File: config.mk
export PLATFORM = sky130hd
export DESIGN_NAME = arp_request_to_probe_unit_flat
export DESIGN_NICKNAME = d
export VERILOG_FILES = /design/src/rtl/arpp_pkg.sv /design/src/rtl/arpp_if.sv /design/src/rtl/arpp_addr_filter.sv /design/src/rtl/arp_request_to_probe_unit.sv /design/src/flat_wrapper.sv
export SDC_FILE = /design/constraint.sdc
export NUM_CORES = 2
export LEC_CHECK = 0
export BUFFER_PORTS_ARGS = -buffer_cell sky130_fd_sc_hd__buf_2
export CAP_MARGIN = 20
export CELL_PAD_IN_SITES_DETAIL_PLACEMENT = 1
export CELL_PAD_IN_SITES_GLOBAL_PLACEMENT = 2
export CORE_UTILIZATION = 43
export CTS_BUF_LIST = sky130_fd_sc_hd__clkbuf_8
export CTS_CLUSTER_DIAMETER = 200
export DETAILED_ROUTE_END_ITERATION = 10
export PLACE_DENSITY = 0.82
export SYNTH_ARGS = -nofsm -noshare
export SYNTH_HDL_FRONTEND = slang
export SYNTH_SLANG_ARGS = --single-unit
File: constraint.sdc
create_clock -name clk_i -period 9.45 [get_ports clk_i]
set_input_delay 1.89 -clock clk_i [delete_from_list [all_inputs] [get_ports clk_i]]
set_output_delay 1.89 -clock clk_i [all_outputs]
set_load 0.01 [all_outputs]
File: src/rtl/arpp_pkg.sv
// arpp_pkg: shared types and constants of the arp request to probe block
`timescale 1ns / 1ps

package arpp_pkg;

  // protocol constants
  localparam logic [15:0] ETH_TYPE_ARP  = 16'h0806;
  localparam logic [15:0] HW_TYPE_ETH   = 16'h0001;
  localparam logic [15:0] ETH_TYPE_IPV4 = 16'h0800;
  localparam logic [15:0] ARP_OPER_REQ  = 16'h0001;
  localparam logic [7:0]  ECHO_REQ_TYPE = 8'd8;
  localparam logic [7:0]  ARP_HW_LEN    = 8'd6;
  localparam logic [7:0]  ARP_PROTO_LEN = 8'd4;
  localparam logic [7:0]  BCAST_BYTE    = 8'hff;

  // byte positions within the frame
  localparam logic [5:0] POS_ETYPE_HI  = 6'd12;
  localparam logic [5:0] POS_ETYPE_LO  = 6'd13;
  localparam logic [5:0] ETHER_HDR_LEN = 6'd14;
  localparam logic [5:0] POS_HTYPE_LO  = 6'd15;
  localparam logic [5:0] POS_PTYPE_HI  = 6'd16;
  localparam logic [5:0] POS_PTYPE_LO  = 6'd17;
  localparam logic [5:0] POS_HLEN      = 6'd18;
  localparam logic [5:0] POS_PLEN      = 6'd19;
  localparam logic [5:0] POS_OPER_HI   = 6'd20;
  localparam logic [5:0] POS_OPER_LO   = 6'd21;
  localparam logic [5:0] POS_SHA_FIRST = 6'd22;
  localparam logic [5:0] POS_SHA_LAST  = 6'd27;
  localparam logic [5:0] POS_SPA_FIRST = 6'd28;
  localparam logic [5:0] POS_SPA_LAST  = 6'd31;
  localparam logic [5:0] POS_TPA_FIRST = 6'd38;
  localparam logic [5:0] POS_TPA_LAST  = 6'd41;
  localparam logic [5:0] FRAME_LEN     = 6'd42;

  // configuration register indexes
  localparam logic [2:0] CFG_RANGE_ACTIONS = 3'd5;
  localparam logic [2:0] CFG_RANGE_COUNT   = 3'd6;
  localparam logic [2:0] CFG_PROBE_IDENT   = 3'd7;

  localparam int unsigned CFG_DATA_W = 64;
  localparam int unsigned CFG_IDX_W  = 3;
  localparam int unsigned SUM_W      = 21;

  typedef enum logic [2:0] {
    VERDICT_PROBE      = 3'd0,
    VERDICT_ETHER_SHORT = 3'd1,
    VERDICT_ARP_SHORT  = 3'd2,
    VERDICT_BAD_HEADER = 3'd3,
    VERDICT_BAD_ARP    = 3'd4,
    VERDICT_FILTERED   = 3'd5
  } verdict_e;

  // per-frame parse state
  typedef struct packed {
    logic [5:0]       pos;
    logic             hdr_bad;
    logic             arp_inv;
    logic             sha_ones;
    logic [31:0]      sender_ip;
    logic [31:0]      target_ip;
    logic [SUM_W-1:0] sum;
  } frame_t;

endpackage

File: src/rtl/arpp_if.sv
// arpp_if: valid/ready channel interfaces for frame bytes and probe results
`timescale 1ns / 1ps

interface arpp_frame_if;
  logic       valid;
  logic       ready;
  logic [7:0] frame_byte;
  logic       last_byte;

  modport source (output valid, output frame_byte, output last_byte, input ready);
  modport sink   (input valid, input frame_byte, input last_byte, output ready);
endinterface

interface arpp_result_if;
  logic               valid;
  logic               ready;
  arpp_pkg::verdict_e verdict;
  logic [15:0]        probe_seq;
  logic [15:0]        probe_checksum;
  logic [31:0]        target_ip;

  modport source (output valid, output verdict, output probe_seq, output probe_checksum,
                  output target_ip, input ready);
  modport sink   (input valid, input verdict, input probe_seq, input probe_checksum,
                  input target_ip, output ready);
endinterface

File: src/rtl/arpp_addr_filter.sv
// arpp_addr_filter: first-match address range filter
`timescale 1ns / 1ps

module arpp_addr_filter #(
  parameter int unsigned MAX_RANGES = 5
) (
  input  logic [MAX_RANGES-1:0][63:0] bounds_i,
  input  logic [MAX_RANGES-1:0]       actions_i,
  input  logic [2:0]                  count_i,
  input  logic [31:0]                 addr_i,
  output logic                        reject_o
);

  logic [2:0] count_eff;

  assign count_eff = (count_i > 3'(MAX_RANGES)) ? 3'(MAX_RANGES) : count_i;

  // descending scan so the lowest matching range wins
  always_comb begin
    reject_o = 1'b1;
    for (int i = MAX_RANGES - 1; i >= 0; i--) begin
      if ((3'(i) < count_eff) && (addr_i >= bounds_i[i][63:32]) &&
          (addr_i <= bounds_i[i][31:0])) begin
        reject_o = actions_i[i];
      end
    end
  end

endmodule

File: src/rtl/arp_request_to_probe_unit.sv
// arp_request_to_probe_unit: parses arp request frames and builds echo probe results
// a frame's last byte loads the snapshot register, which feeds the result register
// throughput: one byte per cycle if output is free; any-length frames back to back
// the per-byte parse state updates on each transfer; a snapshot stage then runs the
// address filter and checksum fold into the result register
// reset: asynchronous active low; clears config registers, parse state and sequence
`timescale 1ns / 1ps

module arp_request_to_probe_unit #(
  parameter int unsigned MAX_RANGES = 5
) (
  input  logic                               clk_i,
  input  logic                               rst_ni,
  arpp_frame_if.sink                         frame_i,
  arpp_result_if.source                      result_o,
  input  logic                               cfg_we_i,
  input  logic [arpp_pkg::CFG_IDX_W-1:0]     cfg_idx_i,
  input  logic [arpp_pkg::CFG_DATA_W-1:0]    cfg_data_i
);

  // configuration
  logic [MAX_RANGES-1:0][63:0] bounds_q;
  logic [MAX_RANGES-1:0]       actions_q;
  logic [2:0]                  count_q;
  logic [15:0]                 ident_q;

  // pipeline
  arpp_pkg::frame_t   frame_q, frame_d, snap_q;
  logic               snap_valid_q;
  logic               out_valid_q;
  arpp_pkg::verdict_e verdict_q, verdict_d;
  logic [15:0]        seq_out_q, cksum_q, cksum_d;
  logic [31:0]        tip_q;
  logic [15:0]        seq_q;

  logic in_xfer, out_load, snap_move;
  logic rej_sender, rej_target;

  logic [21:0] s1;
  logic [16:0] f1;
  logic [15:0] f2;

  assign out_load       = !out_valid_q || result_o.ready;
  assign snap_move      = snap_valid_q && out_load;
  assign frame_i.ready  = !snap_valid_q || out_load;
  assign in_xfer        = frame_i.valid && frame_i.ready;

  // configuration writes
  always_ff @(posedge clk_i or negedge rst_ni) begin
    if (!rst_ni) begin
      bounds_q  <= '0;
      actions_q <= '0;
      count_q   <= '0;
      ident_q   <= '0;
    end else if (cfg_we_i) begin
      for (int i = 0; i < MAX_RANGES; i++) begin
        if (cfg_idx_i == 3'(i)) begin
          bounds_q[i] <= cfg_data_i;
        end
      end
      if (cfg_idx_i == arpp_pkg::CFG_RANGE_ACTIONS) begin
        actions_q <= cfg_data_i[MAX_RANGES-1:0];
      end
      if (cfg_idx_i == arpp_pkg::CFG_RANGE_COUNT) begin
        count_q <= cfg_data_i[2:0];
      end
      if (cfg_idx_i == arpp_pkg::CFG_PROBE_IDENT) begin
        ident_q <= cfg_data_i[15:0];
      end
    end
  end

  // per-byte parse
  always_comb begin
    logic [7:0] b;
    logic [5:0] p;
    logic       fault_hdr, fault_arp, sha_next;
    b         = frame_i.frame_byte;
    p         = frame_q.pos;
    frame_d   = frame_q;
    fault_hdr = 1'b0;
    fault_arp = 1'b0;
    sha_next  = frame_q.sha_ones;
    if (p < arpp_pkg::FRAME_LEN) begin
      frame_d.pos = p + 6'd1;
      unique case (p)
        arpp_pkg::POS_ETYPE_HI:  fault_hdr = (b != arpp_pkg::ETH_TYPE_ARP[15:8]);
        arpp_pkg::POS_ETYPE_LO:  fault_hdr = (b != arpp_pkg::ETH_TYPE_ARP[7:0]);
        arpp_pkg::ETHER_HDR_LEN: fault_hdr = (b != arpp_pkg::HW_TYPE_ETH[15:8]);
        arpp_pkg::POS_HTYPE_LO:  fault_hdr = (b != arpp_pkg::HW_TYPE_ETH[7:0]);
        arpp_pkg::POS_PTYPE_HI:  fault_hdr = (b != arpp_pkg::ETH_TYPE_IPV4[15:8]);
        arpp_pkg::POS_PTYPE_LO:  fault_hdr = (b != arpp_pkg::ETH_TYPE_IPV4[7:0]);
        arpp_pkg::POS_HLEN:      fault_arp = (b != arpp_pkg::ARP_HW_LEN);
        arpp_pkg::POS_PLEN:      fault_arp = (b != arpp_pkg::ARP_PROTO_LEN);
        arpp_pkg::POS_OPER_HI:   fault_hdr = (b != arpp_pkg::ARP_OPER_REQ[15:8]);
        arpp_pkg::POS_OPER_LO:   fault_hdr = (b != arpp_pkg::ARP_OPER_REQ[7:0]);
        default: ;
      endcase
      if (p >= arpp_pkg::POS_SHA_FIRST && p <= arpp_pkg::POS_SHA_LAST) begin
        if (p == arpp_pkg::POS_SHA_FIRST) begin
          sha_next = (b == arpp_pkg::BCAST_BYTE);
        end else begin
          sha_next = frame_q.sha_ones && (b == arpp_pkg::BCAST_BYTE);
        end
        if (p == arpp_pkg::POS_SHA_LAST) begin
          fault_arp = sha_next;
        end
      end
      frame_d.sha_ones = sha_next;
      // first fault wins
      if (!frame_q.hdr_bad && !frame_q.arp_inv) begin
        frame_d.hdr_bad = fault_hdr;
        frame_d.arp_inv = fault_arp;
      end
      if (p >= arpp_pkg::POS_SPA_FIRST && p <= arpp_pkg::POS_SPA_LAST) begin
        frame_d.sender_ip = {frame_q.sender_ip[23:0], b};
      end
      if (p >= arpp_pkg::POS_TPA_FIRST && p <= arpp_pkg::POS_TPA_LAST) begin
        frame_d.target_ip = {frame_q.target_ip[23:0], b};
      end
      if (p >= arpp_pkg::ETHER_HDR_LEN) begin
        if (!p[0]) begin
          frame_d.sum = frame_q.sum + {5'd0, b, 8'd0};
        end else begin
          frame_d.sum = frame_q.sum + {13'd0, b};
        end
      end
    end
  end

  always_ff @(posedge clk_i or negedge rst_ni) begin
    if (!rst_ni) begin
      frame_q      <= '0;
      snap_valid_q <= 1'b0;
    end else begin
      if (in_xfer) begin
        frame_q <= frame_i.last_byte ? '0 : frame_d;
      end
      if (in_xfer && frame_i.last_byte) begin
        snap_valid_q <= 1'b1;
      end else if (snap_move) begin
        snap_valid_q <= 1'b0;
      end
    end
  end

  always_ff @(posedge clk_i) begin
    if (in_xfer && frame_i.last_byte) begin
      snap_q <= frame_d;
    end
  end

  // verdict stage
  arpp_addr_filter #(.MAX_RANGES(MAX_RANGES)) u_filt_sender (
    .bounds_i  (bounds_q),
    .actions_i (actions_q),
    .count_i   (count_q),
    .addr_i    (snap_q.sender_ip),
    .reject_o  (rej_sender)
  );

  arpp_addr_filter #(.MAX_RANGES(MAX_RANGES)) u_filt_target (
    .bounds_i  (bounds_q),
    .actions_i (actions_q),
    .count_i   (count_q),
    .addr_i    (snap_q.target_ip),
    .reject_o  (rej_target)
  );

  always_comb begin
    priority if (snap_q.pos < arpp_pkg::ETHER_HDR_LEN) begin
      verdict_d = arpp_pkg::VERDICT_ETHER_SHORT;
    end else if (snap_q.pos < arpp_pkg::FRAME_LEN) begin
      verdict_d = arpp_pkg::VERDICT_ARP_SHORT;
    end else if (snap_q.hdr_bad) begin
      verdict_d = arpp_pkg::VERDICT_BAD_HEADER;
    end else if (snap_q.arp_inv) begin
      verdict_d = arpp_pkg::VERDICT_BAD_ARP;
    end else if ((count_q != 3'd0) && (rej_sender || rej_target)) begin
      verdict_d = arpp_pkg::VERDICT_FILTERED;
    end else begin
      verdict_d = arpp_pkg::VERDICT_PROBE;
    end
  end

  // echo header plus arp body, end-around carry fold
  assign s1      = {1'b0, snap_q.sum} + {6'd0, arpp_pkg::ECHO_REQ_TYPE, 8'd0} +
                   {6'd0, ident_q} + {6'd0, seq_q};
  assign f1      = {1'b0, s1[15:0]} + {11'd0, s1[21:16]};
  assign f2      = f1[15:0] + {15'd0, f1[16]};
  assign cksum_d = ~f2;

  always_ff @(posedge clk_i or negedge rst_ni) begin
    if (!rst_ni) begin
      out_valid_q <= 1'b0;
      seq_q       <= '0;
    end else begin
      if (out_load) begin
        out_valid_q <= snap_valid_q;
      end
      if (snap_move && verdict_d == arpp_pkg::VERDICT_PROBE) begin
        seq_q <= seq_q + 16'd1;
      end
    end
  end

  always_ff @(posedge clk_i) begin
    if (snap_move) begin
      verdict_q <= verdict_d;
      if (verdict_d == arpp_pkg::VERDICT_PROBE) begin
        seq_out_q <= seq_q;
        cksum_q   <= cksum_d;
        tip_q     <= snap_q.target_ip;
      end else begin
        seq_out_q <= '0;
        cksum_q   <= '0;
        tip_q     <= '0;
      end
    end
  end

  assign result_o.valid          = out_valid_q;
  assign result_o.verdict        = verdict_q;
  assign result_o.probe_seq      = seq_out_q;
  assign result_o.probe_checksum = cksum_q;
  assign result_o.target_ip      = tip_q;

endmodule

File: src/flat_wrapper.sv
// flat-port wrapper written by rule: the top's interface ports become plain ports
module arp_request_to_probe_unit_flat 
#(
  parameter int unsigned MAX_RANGES = 5
)
  (clk_i, rst_ni, cfg_we_i, cfg_idx_i, cfg_data_i, frame_i_valid, frame_i_frame_byte, frame_i_last_byte, frame_i_ready, result_o_valid, result_o_verdict, result_o_probe_seq, result_o_probe_checksum, result_o_target_ip, result_o_ready);
  arpp_frame_if frame_i_i ();
  arpp_result_if result_o_i ();
  input  logic clk_i;
  input  logic rst_ni;
  input  logic cfg_we_i;
  input  logic [arpp_pkg::CFG_IDX_W-1:0] cfg_idx_i;
  input  logic [arpp_pkg::CFG_DATA_W-1:0] cfg_data_i;
  input wire logic [$bits(frame_i_i.valid)-1:0] frame_i_valid;
  input wire logic [$bits(frame_i_i.frame_byte)-1:0] frame_i_frame_byte;
  input wire logic [$bits(frame_i_i.last_byte)-1:0] frame_i_last_byte;
  output wire logic [$bits(frame_i_i.ready)-1:0] frame_i_ready;
  output wire logic [$bits(result_o_i.valid)-1:0] result_o_valid;
  output wire logic [$bits(result_o_i.verdict)-1:0] result_o_verdict;
  output wire logic [$bits(result_o_i.probe_seq)-1:0] result_o_probe_seq;
  output wire logic [$bits(result_o_i.probe_checksum)-1:0] result_o_probe_checksum;
  output wire logic [$bits(result_o_i.target_ip)-1:0] result_o_target_ip;
  input wire logic [$bits(result_o_i.ready)-1:0] result_o_ready;
  assign frame_i_i.valid = frame_i_valid;
  assign frame_i_i.frame_byte = frame_i_frame_byte;
  assign frame_i_i.last_byte = frame_i_last_byte;
  assign frame_i_ready = frame_i_i.ready;
  assign result_o_valid = result_o_i.valid;
  assign result_o_verdict = result_o_i.verdict;
  assign result_o_probe_seq = result_o_i.probe_seq;
  assign result_o_probe_checksum = result_o_i.probe_checksum;
  assign result_o_target_ip = result_o_i.target_ip;
  assign result_o_i.ready = result_o_ready;
  arp_request_to_probe_unit #(.MAX_RANGES(MAX_RANGES)) u_core (.clk_i(clk_i), .rst_ni(rst_ni), .frame_i(frame_i_i), .result_o(result_o_i), .cfg_we_i(cfg_we_i), .cfg_idx_i(cfg_idx_i), .cfg_data_i(cfg_data_i));
endmodule
==> impl_metrics.py <==
metrics = {
    "status": {
        "status": "completed",
    },
    "sta": {
        "setup_viol": 0,
        "rsz0062_at_grt": "false",
        "worstMarginPinSlew_ns": 1.19,
        "hold_viol_final": 0,
        "finClkSkew_ns": 0.0498,
        "fin_crit_ns": 7.52,
        "maxSlewHeadroom_pct": 18.9,
        "drv_slew": 0,
        "post-route-period-util_pct": 79.6,
        "tns_ns": 0,
        "max_freq_mhz": 133,
    },
    "power_and_ir_drop": {
        "total_power_uw": 8990,
        "vdd_ir_drop_max_mv": 0.124,
        "p_per_area_nw_per_um2": 195,
        "p_leak_uw": 0.0216,
    },
    "critical_path": {
        "path_delay_family": "compound AO/OA/AOI/OAI gates",
        "reg2regPathDepth": 30,
        "cp_max_fo": 7,
        "critPathLaunchType": "register",
        "r2r-start": "u_core.seq_q[4]",
        "cp.required_ns": 9.96,
        "cp_num_buf_inv": 2,
        "cp_slowest_cell": "fa_1",
        "r2r_setup_slack_ns": 1.93,
        "crit_type": "register to register",
        "cp_common_cell": "ha_1",
        "max_stage_delay_ns": 0.55,
        "endpoint_kind": "register",
        "cp.arrival_ns": 8.02,
        "r2r_end": "u_core.result_o.probe_checksum[14]",
    },
    "floorplan": {
        "dieArea_um2": 97100,
        "ios": 150,
        "die_w_um": 312,
        "rows": 113,
        "fp.coreArea_um2": 95000,
        "start_util_pct": 43.4,
        "fp.dieH_um": 312,
    },
    "worst_hold_path": {
        "holdCritStartpoint": "u_core.seq_q[5]",
        "holdPathStages": 1,
        "worstHoldEndpoint": "u_core.seq_q[5]",
        "hp-class": "register to register",
    },
    "placed_design": {
        "globalplace.congestion": 0.897,
        "dpl.hpwl_um": 107000,
        "place_inst": 5497,
        "port_buffers": 149,
    },
    "synthesis": {
        "ys_top_cells_by_area": "dfrtp_1 (28%), ha_1 (21%), edfxtp_1 (12%)",
        "syn-cell-area_um2": 41200,
        "syn_nets": 4923,
        "synth_edf_count": 159,
        "postSynthCellCount": 4120,
        "ys.flop_type": "dfrtp_1",
        "ys_seq_elements": 615,
        "ys_async_sr_fraction_pct": 74.1,
        "ys.warnings.count": 0,
        "yosys.area.top_type": "dfrtp_1",
        "yosysTopAreaCellShare_pct": 27.7,
        "seq_area_frac_synth_pct": 39.3,
        "avgSynthCellArea_um2": 10.0,
        "synth_cell_types": 93,
    },
    "final_layout": {
        "nNetsFinal": 5152,
        "syn2layout_area_growth_pct": 11.9,
        "seqCellArea_um2": 16200,
        "nFillCells": 10700,
        "stdcell_count": 5716,
        "drive_gt1_share_pct": 13.6,
        "fin_util_pct": 48.5,
        "multi_input_area_um2": 23000,
    },
    "clock_tree": {
        "cts_root_buf": "clkbuf_8",
        "cts_tree": "built",
        "cts_made_buffers": 115,
        "post_cts_buffers": 0,
        "cts-htree-levels": 3,
        "clock-sinks": 615,
        "ctsHoldBuffers": 0,
        "post_cts_resized": 0,
        "ctsLongestPathBuffers": 3,
        "clkTransAtPathRegs_ns": 0.06,
        "insertion_delay_ns": 0.81,
    },
    "detailed_routing": {
        "routed_wl_um": 147000,
        "wl_per_cell_um": 25.7,
        "ant_nets": 0,
        "drtPass1Iterations": 5,
        "drc": 0,
        "vias": 33300,
        "drtIter0Drc": 2339,
        "via_per_inst": 5.83,
    },
    "grt": {
        "grt_pass1_wl_um": 221000,
        "grt_pass1_vias": 34500,
        "grt_start_max_net_pins": 159,
        "track_usage_pct": 30.4,
        "antenna_found_initial": 8,
        "grt_remaining_overflow": 0,
    },
    "run": {
        "maxCapViolCount": 0,
    },
}
==> through the flow <==
stage / hold slack (ns) / worst slack, ns / instance area, um^2
6_report: 0.482 / 1.93 / 46100
3_5_place_dp: 0.467 / 2.02 / 43700
2_1_floorplan: 0.445 / 2.70 / 41200
3_3_place_gp: 0.462 / 2.18 / 43700
5_1_grt: 0.490 / 1.40 / 46100
4_1_cts: 0.478 / 1.95 / 46100
==> power breakdown <==
part / leakage (uW) / internal (uW) / switching (uW)
Combinational: 0.0130 / 1150 / 1840
Sequential: 0.00725 / 3080 / 174
Clock: 0.00140 / 1470 / 1260
==> cells in the final DEF (no fill, tap or decap), drive strengths merged, types with 17 or more instances in the layout <==
cell type	netlist	routed
buf	18	222
nor2	148	148
nor4	24	24
clkinv	0	25
nand3	80	80
a21oi	219	219
nor3	46	46
mux2	167	167
clkbuf	92	146
nand4	120	120
inv	422	464
xnor2	57	57
ha	702	702
and2	42	42
nand2	401	401
dfrtp	456	456
o21ai	393	393
o21a	28	28
a21o	73	73
nand2b	24	24
fa	20	20
a211oi	38	38
xor2	17	17
a22o	82	82
edfxtp	159	159
nor2b	27	27
o211ai	29	29
==> cell families (layout without fill, tap and decap cells) <==
group	after synthesis	in the layout	share of synthesized area, %
other	0	2	0
AND/OR/NAND/NOR	991	991	11.7
multiplexers	175	175	4.76
adder cells (fa/ha/maj)	722	722	22.3
buffers and inverters	532	861	4.93
flip-flops	615	615	39.3
XOR/XNOR	74	74	1.65
AO/OA/AOI/OAI	1011	1011	15.3
==> layout make-up <==
cell class	count	area share [%]
Antenna cell	2	0.0109
Multi-Input combinational cell	2973	49.9
Tap cell	1265	3.43
Timing Repair Buffer	222	2.85
Sequential cell	615	35.1
Clock buffer	146	4.36
Inverter	422	3.44
Clock inverter	71	0.884
==> sequential cells by signal, summed over array words and instances, names as in the netlist <==
signal,cells
u_core.result_o.probe_seq,16
u_core.bounds_q,320
u_core.seq_q,16
u_core.frame_q,94
u_core.snap_valid_q,1
u_core.snap_q,92
u_core.ident_q,16
u_core.result_o.valid,1
u_core.result_o.target_ip,32
u_core.result_o.probe_checksum,16
u_core.actions_q,5
u_core.result_o.verdict,3
u_core.count_q,3
==> per-layer routing <==
| metal | vias up | global-route usage (%) | part of all wire, % |
|---|---|---|---|
| li1 | 15400 | - | - |
| met4 | 0 | 10.6 | 3.6 |
| met3 | 242 | 4.69 | 5.0 |
| met2 | 758 | 48.1 | 45 |
| met5 | - | 0 | 0 |
| met1 | 16900 | 42.1 | 46 |
==> cell usage after synthesis, types with 8 or more instances <==
library cell  number
ha_1             702
dfrtp_1          456
inv_1            422
nand2_1          401
o21ai_0          391
a21oi_1          217
mux2_2           166
edfxtp_1         159
nor2_1           148
nand4_1          120
clkbuf_1          92
a22o_1            82
nand3_1           76
a21o_1            73
xnor2_1           55
nor3_1            45
and2_1            38
a211oi_1          37
o211ai_1          28
o21a_1            28
nor2b_1           27
nand2b_1          24
nor4_1            24
fa_1              20
xor2_1            16
o21bai_1          15
a31oi_1           14
and3_1            13
and4_1            13
o31ai_1           12
a2111oi_0         11
a221oi_1          11
or3_1             11
buf_1              9
a211o_1            8
mux2i_1            8
o22ai_1            8
or4_1              8
==> how the worst max path moves through the flow <==
stage,cells after the start,from,slack [ns],endpoint
2_1_floorplan,31,u_core.seq_q[4],2.70,u_core.result_o.probe_checksum[14]
3_3_place_gp,30,u_core.seq_q[4],2.18,u_core.result_o.probe_checksum[14]
3_5_place_dp,32,u_core.seq_q[2],2.02,u_core.result_o.probe_checksum[14]
4_1_cts,32,u_core.seq_q[2],1.95,u_core.result_o.probe_checksum[14]
5_1_grt,32,u_core.seq_q[2],1.40,u_core.result_o.probe_checksum[14]
6_report,30,u_core.seq_q[4],1.93,u_core.result_o.probe_checksum[14]
==> worst reg2reg max path: cells and delay by family (launching register included) <==
family | cells | cell delay, ns
AOI/OAI and AO/OA | 11 | 2.51
adders and majority gates | 6 | 1.95
and+or+nand+nor | 9 | 1.89
DFF | 1 | 0.40
xor gates and xnor gates | 2 | 0.32
buffers and inverters | 2 | 0.19
No activity file was read; power rests on OpenSTA's default activity.
